## src/design/tcache_pkg.sv

```systemverilog
`timescale 1ns / 1ps
// ----------------------------------------------------------------------------
// tcache_pkg
// shared entry type and command / status codes of the texture tag cache
// ----------------------------------------------------------------------------
package tcache_pkg;

    localparam logic [1:0] CMD_LOOKUP = 2'd0;
    localparam logic [1:0] CMD_FRAME  = 2'd1;
    localparam logic [1:0] CMD_DIRTY  = 2'd2;
    localparam logic [1:0] CMD_NOP    = 2'd3;

    localparam logic [2:0] ST_DONE     = 3'd0;
    localparam logic [2:0] ST_HIT      = 3'd1;
    localparam logic [2:0] ST_RELOAD   = 3'd2;
    localparam logic [2:0] ST_FILL     = 3'd3;
    localparam logic [2:0] ST_REPLACED = 3'd4;
    localparam logic [2:0] ST_BAD_SIZE = 3'd5;
    localparam logic [2:0] ST_ALL_LIVE = 3'd6;

    typedef struct packed {
        logic [31:0] guest_address;
        logic [63:0] host_handle;
        logic        keyed;
        logic [31:0] key_low;
        logic [31:0] key_high;
        logic [13:0] width;
        logic [13:0] height;
        logic [31:0] hash;
        logic        dirty;
        logic [63:0] used_frame;
    } entry_t;

endpackage

```

## src/design/tcache_cell.sv

```systemverilog
`timescale 1ns / 1ps
// ----------------------------------------------------------------------------
// tcache_cell
// one entry of the tag ring, takes its neighbor's entry on every shift
// ----------------------------------------------------------------------------
module tcache_cell
(
    input  logic              clk,
    input  logic              shift,
    input  tcache_pkg::entry_t entry_in,
    output tcache_pkg::entry_t entry_out
);

    tcache_pkg::entry_t entry_reg;

    // payload only, contents are undefined until written
    always_ff @(posedge clk)
    begin
        if (shift)
        begin
            entry_reg <= entry_in;
        end
    end

    assign entry_out = entry_reg;

endmodule
```

## config.mk

```make
export PLATFORM = sky130hd
export DESIGN_NAME = tcache_cell
export DESIGN_NICKNAME = d
export VERILOG_FILES = /design/src/design/tcache_pkg.sv /design/src/design/tcache_cell.sv
export SDC_FILE = /design/constraint.sdc
export NUM_CORES = 1
export LEC_CHECK = 0
export ABC_AREA = 1
export BUFFER_PORTS_ARGS = -buffer_cell sky130_fd_sc_hd__buf_4
export CORE_AREA = 3 3 220 222
export DETAILED_ROUTE_END_ITERATION = 16
export DIE_AREA = 0 0 223 225
export SLEW_MARGIN = 20
export SYNTH_ARGS = -nofsm -noshare
export SYNTH_HDL_FRONTEND = slang
export SYNTH_SLANG_ARGS = --single-unit
```

## constraint.sdc

```tcl
create_clock -name clk -period 0.8 [get_ports clk]
set_input_delay 0.08 -clock clk [delete_from_list [all_inputs] [get_ports clk]]
set_output_delay 0.08 -clock clk [all_outputs]
set_load 0.02 [all_outputs]
```

==> reports/results.tsv, run 1 <==
metric	value	unit
status	finished with violations	
violations	negative setup slack	
endpoint_kind	output port	
grt_max_degree	26	
cts_buffer_depth	3	
num_vias	6575	
rsz0062_at_grt	true	
p_seq_share	49.0	%
slew_headroom	80.98	%
die_area	50180	µm²
drive_gt1_share	52.04	%
seq_area_frac_synth	100.0	%
cts_tree	yes	
swShare	23.71	%
finalSetupViolCount	286	
cts_root_buf	clkbuf_16	
path_clk_slew	0.06	ns
crit_buf_inv	1	
grt_pass1_wl	45440	µm
slowest_stage	edfxtp_1	
cp_top_family	flip-flops	
design.core.area	46560	µm²
viasPerCell	3.583	
port_buffers	573	
cpPeakStageDelay	0.52	ns
path_class	flop to output port	
post_dp_cell_area	13970	µm²
drv_slew	0	
htreeDepth	1	
insertedDiodeCount	0	
routed_wl	31610	µm
cp_max_fo	1	
arrival	1.28	ns
drtPass1Iterations	4	
cts_sinks	286	
gr-total-overflow	0	
p_sw	8.940	mW
yosys_warnings	0	
drt-initial-drc-count	246	
place.gp.congestion	0.8002	
synthCells	286	
pwr-share-clk	32.7	%
layout_common_cells	309 x buf_4, 287 x dlygate4sd3_1, 286 x edfxtp_1, 285 x buf_6, 29 x clkbuf_16	
multi_input_gates	0	
gr-usage-all-layers	11.80	%
required	0.72	ns
multi_input_area	0	µm²
period_needed	1.356	ns
fin_crit_sh	169.5	%
hold_viol	0	
dieWidth	223	µm
synth_nets	574	
finalInstanceArea	18780	µm²
synth_area	8588	µm²
die_y	225	µm
internal_power	28.76	mW
power.density	2008	nW/µm²
total_power	37.70	mW
area_growth	118.6	%
post-route-drc-count	0	
cts_made_buffers	29	
largest_reg_flops	286	
cap_violations	0	
hp-class	input pin to flop	
rows	79	
fmax	737.7	MHz
pwr-share-comb	18.3	%
ys_types	1	
syn_avg_cell_area	30.03	µm²
setup_ws	-0.5556	ns
hold_slack	0.02641	ns
worstMarginPinSlew	0.2853	ns
wl_per_cell	17.23	µm
place_hpwl	21490	µm
timing.critical_path.cells	buf_6	
initial_core_util	18.45	%
final_core_util	40.33	%
nets	1495	
startpoint_type	flop	
yosys_register_bits	286	
grt_pass1_vias	7481	
ant_nets	0	
mostFrequentLayoutCell	buf_4	
io_pins	574	
finalSetupTns	-106.29	ns
p_leak	7.708	nW
antenna_found_initial	0	
vdd_drop_max	0.001841	V
## cell usage after synthesis
cell | instances | area, µm²
edfxtp_1 | 286 | 8588
## worst paths after layout
kind                  startpoint              to  slack [ns]  cells past startpoint
setup / recovery  entry_out[102]  entry_out[102]       -0.56                      1
hold / removal             shift  entry_out[242]        0.03                      2
## through the flow
step | instances | worst slack, ns
finish | 1835 | -0.5556
CTS | 1835 | -0.6104
detailed placement | 1496 | -0.1381
floorplan | 286 | 0.2705
global route | 1835 | -0.6143
global placement | 1496 | -0.1321
## power by group through the flow
| stage | sequential [mW] | clock (mW) | combinational, mW |
|---|---|---|---|
| global placement | 18.5 | 0 | 4.98 |
| detailed placement | 18.5 | 0 | 5.01 |
| global route | 18.6 | 13.3 | 7.17 |
| CTS | 18.5 | 12.7 | 6.83 |
| finish | 18.5 | 12.3 | 6.89 |
| floorplan | 20.0 | 0 | 0 |
## timing repair
item / in CTS / in global routing
endpoints found under the hold margin: 306 / 1
endpoints found under the setup margin: 286 / 456
hold buffers: 287 / 1
resized for setup: 279 / 8
buffers inserted: 0 / 0
## routing by layer
metal | global-route usage [%] | wire (µm)
met5 | 0 | 0
met4 | 3.384 | 884
met3 | 3.921 | 2612
met2 | 22.71 | 17390
met1 | 12.12 | 10720
## final cells by class
cell class | count | area, µm²
fill | 4037 | 27780
timing repair buffer | 890 | 8572
tap | 607 | 759.5
clock buffer | 35 | 748.2
sequential | 286 | 8588
clock inverter | 17 | 107.6
## kinds of logic (layout without fill, tap and decap cells)
family / after synthesis / in the layout / synth area share, %
flops: 286 / 286 / 100.0
buf+inv: 0 / 942 / 0
Power figures use the tool's default switching activity.
==> run 2: changes to the inputs <==
CELL_PAD_IN_SITES_DETAIL_PLACEMENT = 2   (was unset)
CELL_PAD_IN_SITES_GLOBAL_PLACEMENT = 2   (was unset)
CORE_AREA = 3 3 224 226   (was 3 3 220 222)
DIE_AREA = 0 0 227 229   (was 0 0 223 225)
PLACE_DENSITY_LB_ADDON = 0.1   (was unset)
==> run 2 against run 1 <==
Net effect:
- the run ends with negative hold slack, negative setup slack left
- critical endpoint is now entry_out[207]
- wire length grew 18%
- sequential share of layout area shrank 1.0 points
- combinational power grew 3.0%
- critical path depth is the same
- first-iteration DRC count shrank 22%
- setup slack gained 0.15 ns
- sequential power is essentially flat
- non-clock buffer count grew 2
- core utilization shrank 0.75 points
==> reports/results.tsv, run 2 (same netlist as run 1, synthesis figures left out) <==
metric	value	unit	change
status	finished with violations		
violations	negative hold slack, negative setup slack		
path_clk_slew	0.05	ns	about the same
cts_buffer_depth	3		unchanged
worstHoldStart	shift		
post_dp_cell_area	14130	µm²	+1.1%
cpPeakStageDelay	0.43	ns	-0.09 ns
cp_top_family	flip-flops		
setup_ws	-0.4053	ns	+0.1503 ns
finalSetupViolCount	286		unchanged
hold_viol	3		+3
rsz0062_at_grt	true		
initial_core_util	17.69	%	-0.76 points
hold_slack	-0.008567	ns	-0.03497 ns
die_y	229	µm	+1.8%
hp-class	input pin to flop		
nets	1505		+0.67%
cts_sinks	286		unchanged
cts_root_buf	clkbuf_16		
grt_pass1_vias	7783		+4.0%
cp_max_fo	1		unchanged
multi_input_area	0	µm²	unchanged
grt_pass1_wl	53010	µm	+17%
drtPass1Iterations	4		unchanged
drv_slew	0		unchanged
dieWidth	227	µm	+1.8%
drt-initial-drc-count	191		-22%
place_hpwl	28230	µm	+31%
startpoint_type	flop		
cp-startpoint	entry_out[207]		
p_leak	7.905	nW	+2.6%
ant_nets	0		unchanged
total_power	41.17	mW	+9.2%
rows	81		+2.5%
gr-total-overflow	0		unchanged
layout_common_cells	301 x buf_4, 286 x edfxtp_1, 286 x dlygate4sd3_1, 286 x buf_6, 39 x clkbuf_16		
viasPerCell	3.527		-1.6%
grt_max_degree	27		+3.8%
drive_gt1_share	52.54	%	+0.50 points
timing.critical_path.cells	buf_6		
slowest_stage	edfxtp_1		
io_pins	574		unchanged
multi_input_gates	0		unchanged
area_growth	123.7	%	
place.gp.congestion	0.7557		-5.6%
finalInstanceArea	19210	µm²	+2.3%
crit_buf_inv	1		unchanged
fillers	4753		+18%
period_needed	1.205	ns	-0.1503 ns
power.density	2143	nW/µm²	+6.7%
endpoint_kind	output port		
largest_reg_flops	286		unchanged
routed_wl	37200	µm	+18%
path_class	flop to output port		
port_buffers	573		unchanged
slew_headroom	73.38	%	-7.6 points
mostFrequentLayoutCell	buf_4		
htreeDepth	2		+1
die_area	51980	µm²	+3.6%
place_ws	-0.1603	ns	-0.02225 ns
vdd_drop_max	0.001562	V	-15%
fmax	829.6	MHz	+12%
final-seq-area	8588	µm²	unchanged
cts_tree	yes		
gr-usage-all-layers	14.09	%	+2.3 points
num_vias	6574		-0.015%
post-route-drc-count	0		unchanged
fin_crit_sh	150.7	%	-19 points
arrival	1.13	ns	-0.15 ns
required	0.72	ns	about the same
antenna_found_initial	1		+1
cts_made_buffers	37		+28%
worstMarginPinSlew	0.3987	ns	+0.1134 ns
wl_per_cell	19.96	µm	+16%
design.core.area	48550	µm²	+4.3%
cap_violations	0		unchanged
==> run 2: cell count changes in the layout (fill, tap and decap cells not counted), moves of 2 or more <==
cell,delta
clkbuf_16,+10
buf_12,+10
clkinv_1,-2
buf_4,-8
clkbuf_1,+2
==> run 2: stage by stage <==
stage / hold WS (ns) / TNS (ns) / cells / utilization, %
2_1_floorplan: 0.1789 / 0 / 286 / -
3_3_place_gp: 0.2583 / -25.35 / 1513 / 29.10
3_5_place_dp: 0.2593 / -25.08 / 1513 / 29.10
4_1_cts: 0.05509 / -148.36 / 1864 / 39.59
5_1_grt: 0.003340 / -112.57 / 1864 / 39.58
6_report: -0.008567 / -95.93 / 1864 / 39.58
==> run 2: area by class of cell <==
type,count,area share [%]
well taps,622,4.051
flip-flops and latches,286,44.70
clock buffers,47,5.236
diodes,1,0.01302
repair buffers,892,45.34
clock inverters,16,0.6642
==> run 2: path summary, 6_finish.rpt <==
path / end / slack (ns) / cells after the start
worst max-delay path: entry_out[207] / -0.41 / 1
worst min-delay path: entry_out[22] / -0.009 / 2
==> run 2: timing repair <==
item                                   CTS  global route
endpoints found under the hold margin  300             0
setup buffers                            0             0
gates resized for setup                286             2
hold buffers                           288             0
setup endpoints to repair              286           395
==> run 2: layer usage <==
| layer | vias up | track usage [%] | wire length (µm) |
|---|---|---|---|
| met2 | 295 | 27.21 | 20990 |
| met4 | 0 | 5.589 | 1197 |
| met1 | 3176 | 13.10 | 11630 |
| met5 | - | 0 | 0 |
| met3 | 60 | 5.332 | 3377 |
| li1 | 3043 | - | - |
==> run 2: report_power, final <==
part	total [mW]	switching [mW]	internal [mW]
registers	18.4	0.558	17.9
logic	7.10	3.05	4.05
clock network	15.7	6.17	9.48
total	41.2	9.78	31.4
